File: config.mk
export PLATFORM = sky130hd
export DESIGN_NAME = ir_remote_pulse_distance_decoder_core
export DESIGN_NICKNAME = d
export VERILOG_FILES = /design/src/rtl/core/irpd_pkg.sv /design/src/rtl/core/irpd_cfg_regs.sv /design/src/rtl/core/irpd_decode.sv /design/src/rtl/core/ir_remote_pulse_distance_decoder_core.sv
export SDC_FILE = /design/constraint.sdc
export NUM_CORES = 1
export LEC_CHECK = 0
export ABC_AREA = 1
export BUFFER_PORTS_ARGS = -buffer_cell sky130_fd_sc_hd__buf_4
export CAP_MARGIN = 0
export CORE_UTILIZATION = 50
export DETAILED_ROUTE_END_ITERATION = 8
export PLACE_DENSITY_LB_ADDON = 0.08
export SLEW_MARGIN = 10
export SYNTH_ARGS = -nofsm -noshare
export SYNTH_HDL_FRONTEND = slang
export SYNTH_SLANG_ARGS = --single-unit
export TNS_END_PERCENT = 5
File: constraint.sdc
create_clock -name i_clk -period 6.3 [get_ports i_clk]
set_input_delay 0.63 -clock i_clk [delete_from_list [all_inputs] [get_ports i_clk]]
set_output_delay 0.63 -clock i_clk [all_outputs]
set_load 0.02 [all_outputs]
File: src/rtl/core/irpd_pkg.sv
package irpd_pkg;

    localparam int FRAME_EDGES = 35;

    localparam int INTERVAL_W  = 24;
    localparam int CODE_W      = 32;
    localparam int INDEX_W     = 5;
    localparam int EDGE_W      = 6;
    localparam int APB_ADDR_W  = 4;
    localparam int APB_DATA_W  = 32;

    localparam logic [EDGE_W-1:0] EDGE_MAX       = {EDGE_W{1'b1}};
    localparam logic [EDGE_W-1:0] FIRST_BIT_EDGE = EDGE_W'(2);
    localparam logic [EDGE_W-1:0] LAST_BIT_EDGE  = EDGE_W'(33);
    localparam logic [EDGE_W-1:0] FRAME_EDGE     = EDGE_W'(FRAME_EDGES);

    localparam int KEY_COUNT = 21;
    localparam logic [INDEX_W-1:0] UNKNOWN_KEY = INDEX_W'(KEY_COUNT);

    localparam logic [1:0] REG_FRAME_GAP     = 2'd0;
    localparam logic [1:0] REG_BIT_THRESHOLD = 2'd1;
    localparam logic [1:0] REG_REPEAT_GAP    = 2'd2;

    localparam logic [INTERVAL_W-1:0] FRAME_GAP_RST     = INTERVAL_W'(200000);
    localparam logic [INTERVAL_W-1:0] BIT_THRESHOLD_RST = INTERVAL_W'(1800);
    localparam logic [INTERVAL_W-1:0] REPEAT_GAP_RST    = INTERVAL_W'(80000);

    localparam logic [CODE_W-1:0] KNOWN_CODES [KEY_COUNT] = '{
        32'hFFA25D, 32'hFF629D, 32'hFFE21D, 32'hFF22DD, 32'hFF02FD, 32'hFFC23D,
        32'hFFE01F, 32'hFFA857, 32'hFF906F, 32'hFF6897, 32'hFF9867, 32'hFFB04F,
        32'hFF30CF, 32'hFF18E7, 32'hFF7A85, 32'hFF10EF, 32'hFF38C7, 32'hFF5AA5,
        32'hFF42BD, 32'hFF4AB5, 32'hFF52AD
    };

    typedef struct packed {
        logic [INTERVAL_W-1:0] frame_gap_us;
        logic [INTERVAL_W-1:0] bit_threshold_us;
        logic [INTERVAL_W-1:0] repeat_gap_us;
    } t_cfg;

    function automatic logic [INDEX_W-1:0] lookup_key(input logic [CODE_W-1:0] code);
        logic [INDEX_W-1:0] idx;
        idx = UNKNOWN_KEY;
        for (int i = KEY_COUNT - 1; i >= 0; i--) begin
            if (KNOWN_CODES[i] == code) begin
                idx = INDEX_W'(i);
            end
        end
        return idx;
    endfunction

endpackage

File: src/rtl/core/irpd_cfg_regs.sv
module irpd_cfg_regs (
    input  logic                              i_clk,
    input  logic                              i_rst_n,
    input  logic                              psel,
    input  logic                              penable,
    input  logic                              pwrite,
    input  logic [irpd_pkg::APB_ADDR_W-1:0]   paddr,
    input  logic [irpd_pkg::APB_DATA_W-1:0]   pwdata,
    output logic [irpd_pkg::APB_DATA_W-1:0]   prdata,
    output logic                              pready,
    output irpd_pkg::t_cfg                    o_cfg
);

    irpd_pkg::t_cfg r_cfg;
    logic [1:0]     w_index;
    logic           w_write;

    assign w_index = paddr[3:2];
    assign w_write = psel && penable && pwrite;
    assign pready  = 1'b1;
    assign o_cfg   = r_cfg;

    always_ff @(posedge i_clk) begin
        if (!i_rst_n) begin
            r_cfg.frame_gap_us     <= irpd_pkg::FRAME_GAP_RST;
            r_cfg.bit_threshold_us <= irpd_pkg::BIT_THRESHOLD_RST;
            r_cfg.repeat_gap_us    <= irpd_pkg::REPEAT_GAP_RST;
        end else if (w_write) begin
            case (w_index)
                irpd_pkg::REG_FRAME_GAP: begin
                    r_cfg.frame_gap_us <= pwdata[irpd_pkg::INTERVAL_W-1:0];
                end
                irpd_pkg::REG_BIT_THRESHOLD: begin
                    r_cfg.bit_threshold_us <= pwdata[irpd_pkg::INTERVAL_W-1:0];
                end
                irpd_pkg::REG_REPEAT_GAP: begin
                    r_cfg.repeat_gap_us <= pwdata[irpd_pkg::INTERVAL_W-1:0];
                end
                default: begin
                end
            endcase
        end
    end

    always_comb begin
        case (w_index)
            irpd_pkg::REG_FRAME_GAP: begin
                prdata = irpd_pkg::APB_DATA_W'(r_cfg.frame_gap_us);
            end
            irpd_pkg::REG_BIT_THRESHOLD: begin
                prdata = irpd_pkg::APB_DATA_W'(r_cfg.bit_threshold_us);
            end
            irpd_pkg::REG_REPEAT_GAP: begin
                prdata = irpd_pkg::APB_DATA_W'(r_cfg.repeat_gap_us);
            end
            default: begin
                prdata = '0;
            end
        endcase
    end

endmodule

File: src/rtl/core/irpd_decode.sv
module irpd_decode (
    input  logic                              i_clk,
    input  logic                              i_rst_n,
    input  irpd_pkg::t_cfg                    i_cfg,
    input  logic                              i_take,
    input  logic                              i_advance,
    input  logic [irpd_pkg::INTERVAL_W-1:0]   i_interval_us,
    output logic                              o_load,
    output logic [irpd_pkg::EDGE_W-1:0]       o_edge_count,
    output logic                              o_out_valid,
    output logic [irpd_pkg::CODE_W-1:0]       o_key_code,
    output logic [irpd_pkg::INDEX_W-1:0]      o_key_index,
    output logic                              o_is_repeat
);

    logic [irpd_pkg::EDGE_W-1:0]  r_edge_count, n_edge_count;
    logic [irpd_pkg::CODE_W-1:0]  r_bit_shift,  n_bit_shift;
    logic [irpd_pkg::CODE_W-1:0]  r_last_code,  n_last_code;
    logic                         r_out_valid;
    logic [irpd_pkg::CODE_W-1:0]  r_key_code;
    logic [irpd_pkg::INDEX_W-1:0] r_key_index;
    logic                         r_is_repeat;

    logic                         w_restart;
    logic [irpd_pkg::EDGE_W-1:0]  w_count;
    logic [irpd_pkg::CODE_W-1:0]  w_shift_base;
    logic                         w_fresh;
    logic                         w_repeat;
    logic [irpd_pkg::CODE_W-1:0]  w_code;

    always_comb begin
        w_restart    = i_interval_us > i_cfg.frame_gap_us;
        w_count      = w_restart ? '0 : r_edge_count;
        w_shift_base = w_restart ? '0 : r_bit_shift;

        n_bit_shift = w_shift_base;
        if (w_count >= irpd_pkg::FIRST_BIT_EDGE && w_count <= irpd_pkg::LAST_BIT_EDGE) begin
            n_bit_shift = {w_shift_base[irpd_pkg::CODE_W-2:0],
                           i_interval_us > i_cfg.bit_threshold_us};
        end

        w_fresh  = w_count == irpd_pkg::FRAME_EDGE;
        w_repeat = w_count > irpd_pkg::FRAME_EDGE && i_interval_us > i_cfg.repeat_gap_us;
        w_code   = w_fresh ? n_bit_shift : r_last_code;

        n_last_code  = w_code;
        n_edge_count = (w_count == irpd_pkg::EDGE_MAX) ? w_count
                                                       : w_count + irpd_pkg::EDGE_W'(1);
    end

    assign o_load       = i_take && (w_fresh || w_repeat);
    assign o_edge_count = r_edge_count;
    assign o_out_valid  = r_out_valid;
    assign o_key_code   = r_key_code;
    assign o_key_index  = r_key_index;
    assign o_is_repeat  = r_is_repeat;

    always_ff @(posedge i_clk) begin
        if (!i_rst_n) begin
            r_edge_count <= '0;
            r_bit_shift  <= '0;
            r_last_code  <= '0;
            r_out_valid  <= 1'b0;
        end else begin
            if (i_take) begin
                r_edge_count <= n_edge_count;
                r_bit_shift  <= n_bit_shift;
                r_last_code  <= n_last_code;
            end
            if (i_advance) begin
                r_out_valid <= o_load;
            end
        end
    end

    always_ff @(posedge i_clk) begin
        if (o_load) begin
            r_key_code  <= w_code;
            r_key_index <= irpd_pkg::lookup_key(w_code);
            r_is_repeat <= !w_fresh;
        end
    end

endmodule

File: src/rtl/core/ir_remote_pulse_distance_decoder_core.sv
// An accepted edge word passes the input register and then the result register to its result word.
// Throughput: one edge word per cycle while the output does not stall; the edge and frame state update in one pass.
// The input register and the result register hold the data paths apart; an output
// stall reaches the input stall in the same cycle while the input register holds a word.
// Reset (synchronous, active low) clears edge count, shift and last code,
// empties both registers and restores the configuration defaults.
module ir_remote_pulse_distance_decoder_core (
    input  logic                              i_clk,
    input  logic                              i_rst_n,
    input  logic                              i_in_valid,
    output logic                              o_in_stall,
    input  logic [irpd_pkg::INTERVAL_W-1:0]   i_interval_us,
    output logic                              o_out_valid,
    input  logic                              i_out_stall,
    output logic [irpd_pkg::CODE_W-1:0]       o_key_code,
    output logic [irpd_pkg::INDEX_W-1:0]      o_key_index,
    output logic                              o_is_repeat,
    input  logic                              psel,
    input  logic                              penable,
    input  logic                              pwrite,
    input  logic [irpd_pkg::APB_ADDR_W-1:0]   paddr,
    input  logic [irpd_pkg::APB_DATA_W-1:0]   pwdata,
    output logic [irpd_pkg::APB_DATA_W-1:0]   prdata,
    output logic                              pready
);

    irpd_pkg::t_cfg                      w_cfg;
    logic                                r_s1_valid;
    logic [irpd_pkg::INTERVAL_W-1:0]     r_s1_interval;
    logic                                w_advance;
    logic                                w_take;
    logic                                w_load;
    logic [irpd_pkg::EDGE_W-1:0]         w_edge_count;

    irpd_cfg_regs u_cfg (
        .i_clk   (i_clk),
        .i_rst_n (i_rst_n),
        .psel    (psel),
        .penable (penable),
        .pwrite  (pwrite),
        .paddr   (paddr),
        .pwdata  (pwdata),
        .prdata  (prdata),
        .pready  (pready),
        .o_cfg   (w_cfg)
    );

    assign w_advance  = !o_out_valid || !i_out_stall;
    assign w_take     = r_s1_valid && w_advance;
    assign o_in_stall = r_s1_valid && !w_advance;

    always_ff @(posedge i_clk) begin
        if (!i_rst_n) begin
            r_s1_valid <= 1'b0;
        end else if (!o_in_stall) begin
            r_s1_valid <= i_in_valid;
        end
    end

    always_ff @(posedge i_clk) begin
        if (i_in_valid && !o_in_stall) begin
            r_s1_interval <= i_interval_us;
        end
    end

    irpd_decode u_decode (
        .i_clk         (i_clk),
        .i_rst_n       (i_rst_n),
        .i_cfg         (w_cfg),
        .i_take        (w_take),
        .i_advance     (w_advance),
        .i_interval_us (r_s1_interval),
        .o_load        (w_load),
        .o_edge_count  (w_edge_count),
        .o_out_valid   (o_out_valid),
        .o_key_code    (o_key_code),
        .o_key_index   (o_key_index),
        .o_is_repeat   (o_is_repeat)
    );

    a_index_range: assert property (@(posedge i_clk) disable iff (!i_rst_n)
        o_out_valid |-> o_key_index <= irpd_pkg::UNKNOWN_KEY)
        else $error("key index out of range");

    a_fresh_edge: assert property (@(posedge i_clk) disable iff (!i_rst_n)
        w_load |=> o_is_repeat || w_edge_count == irpd_pkg::FRAME_EDGE + irpd_pkg::EDGE_W'(1))
        else $error("fresh frame reported away from the last frame edge");

    a_repeat_edge: assert property (@(posedge i_clk) disable iff (!i_rst_n)
        w_load |=> !o_is_repeat || w_edge_count > irpd_pkg::FRAME_EDGE + irpd_pkg::EDGE_W'(1)
                   || w_edge_count == irpd_pkg::EDGE_MAX)
        else $error("repeat reported inside a frame");

    a_stall_needs_word: assert property (@(posedge i_clk) disable iff (!i_rst_n)
        o_in_stall |-> r_s1_valid && o_out_valid)
        else $error("input stalled with nothing held");

endmodule

==> results.cfg <==
[logic_synthesis]
synth_top_cells_by_count = sky130_fd_sc_hd__nand2_1, sky130_fd_sc_hd__inv_1, sky130_fd_sc_hd__dfxtp_1
synth_top_family_by_area = simple AND/OR/NAND/NOR gates
ys.flop_type = sky130_fd_sc_hd__dfxtp_1
async_flop_share = 0
synth.area.mux_share = 0
number_of_synthesized_flops_with_an_enable_pin = 62
synth.top_cell.area_share = 0.2617
postSynthAreaPerCell_sq_um = 7.735
yosys_register_bits = 206
syn-instance-count = 1424
yosysMostFrequentCell = sky130_fd_sc_hd__nand2_1
synth.cell_area_sq_mm = 0.01101
post_synth_fa_ha_maj_area_fraction = 0.08633
synth_xor_xnor_area_share = 0.0007952
synthesis.yosys.warnings = 0
area_fraction_in_compound_gates_after_synthesis = 0.1745
synth_cell_type_count = 47
synthSimpleGateAreaFrac = 0.1895
area_contributors_post_synth = sky130_fd_sc_hd__dfxtp_1, sky130_fd_sc_hd__edfxtp_1, sky130_fd_sc_hd__nand2_1
most_area_hungry_cell_type_in_the_yosys_netlist = sky130_fd_sc_hd__dfxtp_1
synth.yosys.seq_area_share = 0.4308

[cells_and_area]
instances_no_fill = 1810
diodes = 0
syn_to_final_growth_pct = 16.32
nets = 1660
final_core_utilization = 0.6019
drive_above_1_share = 0.1362
num-fill-cells = 2028

[worst_setup_path]
critPathLaunchType = flip-flop
worstPathArrival_ns = 5.58
criticalPathCategory = reg2reg
worst-endpoint-required_ns = 6.56
cp-end-kind = flip-flop
cp_max_fo = 37

[worst_hold_path]
class_of_the_most_critical_hold_timing_path = in2reg

[detailed_routing]
post_route_antenna_net_violation_count = 0
detail_route.iter0.violations = 619
totalWireLength_microns = 26560
avgViaCountPerCell = 5.226
drt_pre_antenna_iters = 5
wl_per_cell_microns = 14.68
drc = 0
route.vias.total = 9459

[floorplan]
placeableCoreArea_sq_mm = 0.02129
std_cell_rows = 53
chipHeight_microns = 150.4
die_w_microns = 150.4
initial_core_util = 0.5174
design.portCount = 140
die_area_sq_mm = 0.02263

[power_and_ir_drop]
vdd_ir_drop_max_mv = 0.1718
total_power_of_the_final_layout_mw = 3.139
logic_pwr_share = 0.115
power.internal_mw = 2.353
power.share.switching = 0.2504
power_switching_mw = 0.7861
share_seq_of_total_power = 0.458
leakage_nw = 5.877
p_per_area_mw_per_mm2 = 245.0
clock_power_share = 0.426

[placement]
detailedPlace.worstSlack_ns = 1.055
buffer_ports.inserted = 120
hpwl_microns = 17560
placed_cells = 1766
place.gp.congestion = 0.8792

[global_routing]
global_route_wire_length_before_repair_microns = 42750
grt_usage = 0.2370
grt_start_max_net_pins = 79
vias_in_the_first_global_route = 8530
grt_antenna_before_repair = 0
grt.overflow.total = 0

[timing]
setup_violations = 0
finalMaxSlewViolations = 0
max_freq_ghz = 0.1879
max-slew-margin-rel = 0.2156
fin_crit_ns = 5.321
worst_slew_pin_slew_ns = 1.175
rsz0062_at_grt = false
final_min_period_over_clock_period = 0.8446
finalHoldViolCount = 0
timing.clock.skew_ns = 0.009894
setup-tns-final_ns = 0
fin_ws_ns = 0.9793

[clock_tree]
cts_inserted_buffers = 24
cts_setup_buffers = 0
post_cts_resize_count = 0
clock_insertion_delay_worst_skew_ns = 0.51
clk_transition_reported_paths_ns = 0.06
cts_num_sinks = 206
clock_tree.htree_level_count = 1
tritoncts_clock_tree = yes
cts-hold-fix-buffers = 0
cts-root-buf = sky130_fd_sc_hd__clkbuf_16
buffers_from_clock_root_to_sink_at_most = 3

[flow_run]
maxCapViolations = 0

[outcome]
result_of_the_run = completed
cell families (layout without fill, tap and decap cells):
| family | Yosys count | count (layout) |
|---|---|---|
| and+or+nand+nor | 486 | 486 |
| buffers and inverters | 325 | 429 |
| DFF | 206 | 206 |
| adders and majority gates | 76 | 76 |
| AOI/OAI and AO/OA | 328 | 328 |
| other | 2 | 9 |
| xor gates and xnor gates | 1 | 1 |
layout make-up:
cell class                      count  area (sq um)  area share
Clock inverter                      1         5.005   0.0003906
Tap cell                          275         344.1     0.02686
Timing Repair Buffer              131         983.4     0.07676
Inverter                          254         955.9     0.07461
Clock buffer                       43         763.2     0.05957
Multi-Input combinational cell    900          5016      0.3915
Sequential cell                   206          4745      0.3703
metrics by stage:
step / hold WS (ns) / cell area [sq um]
floorplan: 0.4475 / 11040
global placement: 0.4644 / 12040
detailed placement: 0.4641 / 12040
CTS: 0.2758 / 12810
global route: 0.2743 / 12810
finish: 0.2919 / 12810
worst max-delay path, stage by stage, from the launching register on:
cell	delay [ns]
sky130_fd_sc_hd__edfxtp_1	0.46
sky130_fd_sc_hd__ha_1	0.36
sky130_fd_sc_hd__nand2_1	0.07
sky130_fd_sc_hd__nor2_1	0.18
sky130_fd_sc_hd__nand2_1	0.13
sky130_fd_sc_hd__nor2_2	0.15
sky130_fd_sc_hd__nand3_2	0.09
sky130_fd_sc_hd__nand2_4	0.22
sky130_fd_sc_hd__inv_4	0.18
sky130_fd_sc_hd__nor2_1	0.24
sky130_fd_sc_hd__inv_1	0.12
sky130_fd_sc_hd__ha_1	0.20
sky130_fd_sc_hd__or2_2	0.29
sky130_fd_sc_hd__nand3_1	0.09
sky130_fd_sc_hd__nand2_2	0.24
sky130_fd_sc_hd__nand2_4	0.42
sky130_fd_sc_hd__inv_2	0.19
sky130_fd_sc_hd__nand2_1	0.10
sky130_fd_sc_hd__nand2_1	0.06
sky130_fd_sc_hd__nand2_1	0.08
sky130_fd_sc_hd__nand2_1	0.11
sky130_fd_sc_hd__nor2_1	0.12
sky130_fd_sc_hd__nand3_1	0.13
sky130_fd_sc_hd__nor3_2	0.29
sky130_fd_sc_hd__inv_2	0.07
sky130_fd_sc_hd__nor2_2	0.15
sky130_fd_sc_hd__o41ai_1	0.12
sky130_fd_sc_hd__and3_1	0.19
layer usage:
| layer | global-route usage | share of wire |
|---|---|---|
| met3 | 0.02818 | 0.053 |
| met2 | 0.3592 | 0.43 |
| met4 | 0.04949 | 0.017 |
| met1 | 0.3582 | 0.50 |
| met5 | 0 | 0 |
registers in the layout, indices dropped and copies added, names as in the netlist:
register               flops
u_decode.r_last_code      32
u_decode.o_out_valid       1
u_decode.r_bit_shift      32
u_decode.o_key_code       32
u_decode.o_is_repeat       1
u_decode.o_key_index       5
r_s1_valid                 1
u_decode.o_edge_count      6
u_cfg.o_cfg               72
r_s1_interval             24
placed cells by master, fill, tap and decap left out, types with 4 or more instances in the layout:
cell type and count:
sky130_fd_sc_hd__a211oi_1 4, sky130_fd_sc_hd__a21oi_1 114, sky130_fd_sc_hd__buf_4 131, sky130_fd_sc_hd__clkbuf_1 11, sky130_fd_sc_hd__clkbuf_16 25, sky130_fd_sc_hd__clkbuf_8 7, sky130_fd_sc_hd__clkinv_1 4, sky130_fd_sc_hd__conb_1 9
sky130_fd_sc_hd__dfxtp_1 144, sky130_fd_sc_hd__edfxtp_1 62, sky130_fd_sc_hd__ha_1 76, sky130_fd_sc_hd__inv_1 236, sky130_fd_sc_hd__inv_2 13, sky130_fd_sc_hd__nand2_1 269, sky130_fd_sc_hd__nand2_2 4, sky130_fd_sc_hd__nand3_1 64
sky130_fd_sc_hd__nand3_2 4, sky130_fd_sc_hd__nand4_1 15, sky130_fd_sc_hd__nor2_1 99, sky130_fd_sc_hd__nor2_2 4, sky130_fd_sc_hd__nor3_1 11, sky130_fd_sc_hd__nor3_2 4, sky130_fd_sc_hd__o211ai_1 45, sky130_fd_sc_hd__o21ai_0 114
sky130_fd_sc_hd__o21ai_1 5, sky130_fd_sc_hd__o21ai_2 7, sky130_fd_sc_hd__o221ai_1 25
power groups by stage:
stage          clock (mW)  sequential [mW]  combinational [mW]
2_1_floorplan           0             1.46               0.257
3_3_place_gp            0             1.47               0.353
3_5_place_dp            0             1.47               0.359
4_1_cts              1.37             1.44               0.362
5_1_grt              1.43             1.44               0.413
6_report             1.34             1.44               0.362
path summary, 6_finish.rpt:
check                          from                 endpoint  slack [ns]  cells after the start
setup reg to reg  r_s1_interval[19]  u_decode.o_key_index[2]        0.98                     27
hold / removal     i_interval_us[2]         r_s1_interval[2]        0.29                      1
setup / recovery  r_s1_interval[19]  u_decode.o_key_index[2]        0.98                     27
hold reg to reg     u_cfg.o_cfg[37]          u_cfg.o_cfg[37]        0.47                      2
Power figures use the tool's default switching activity.
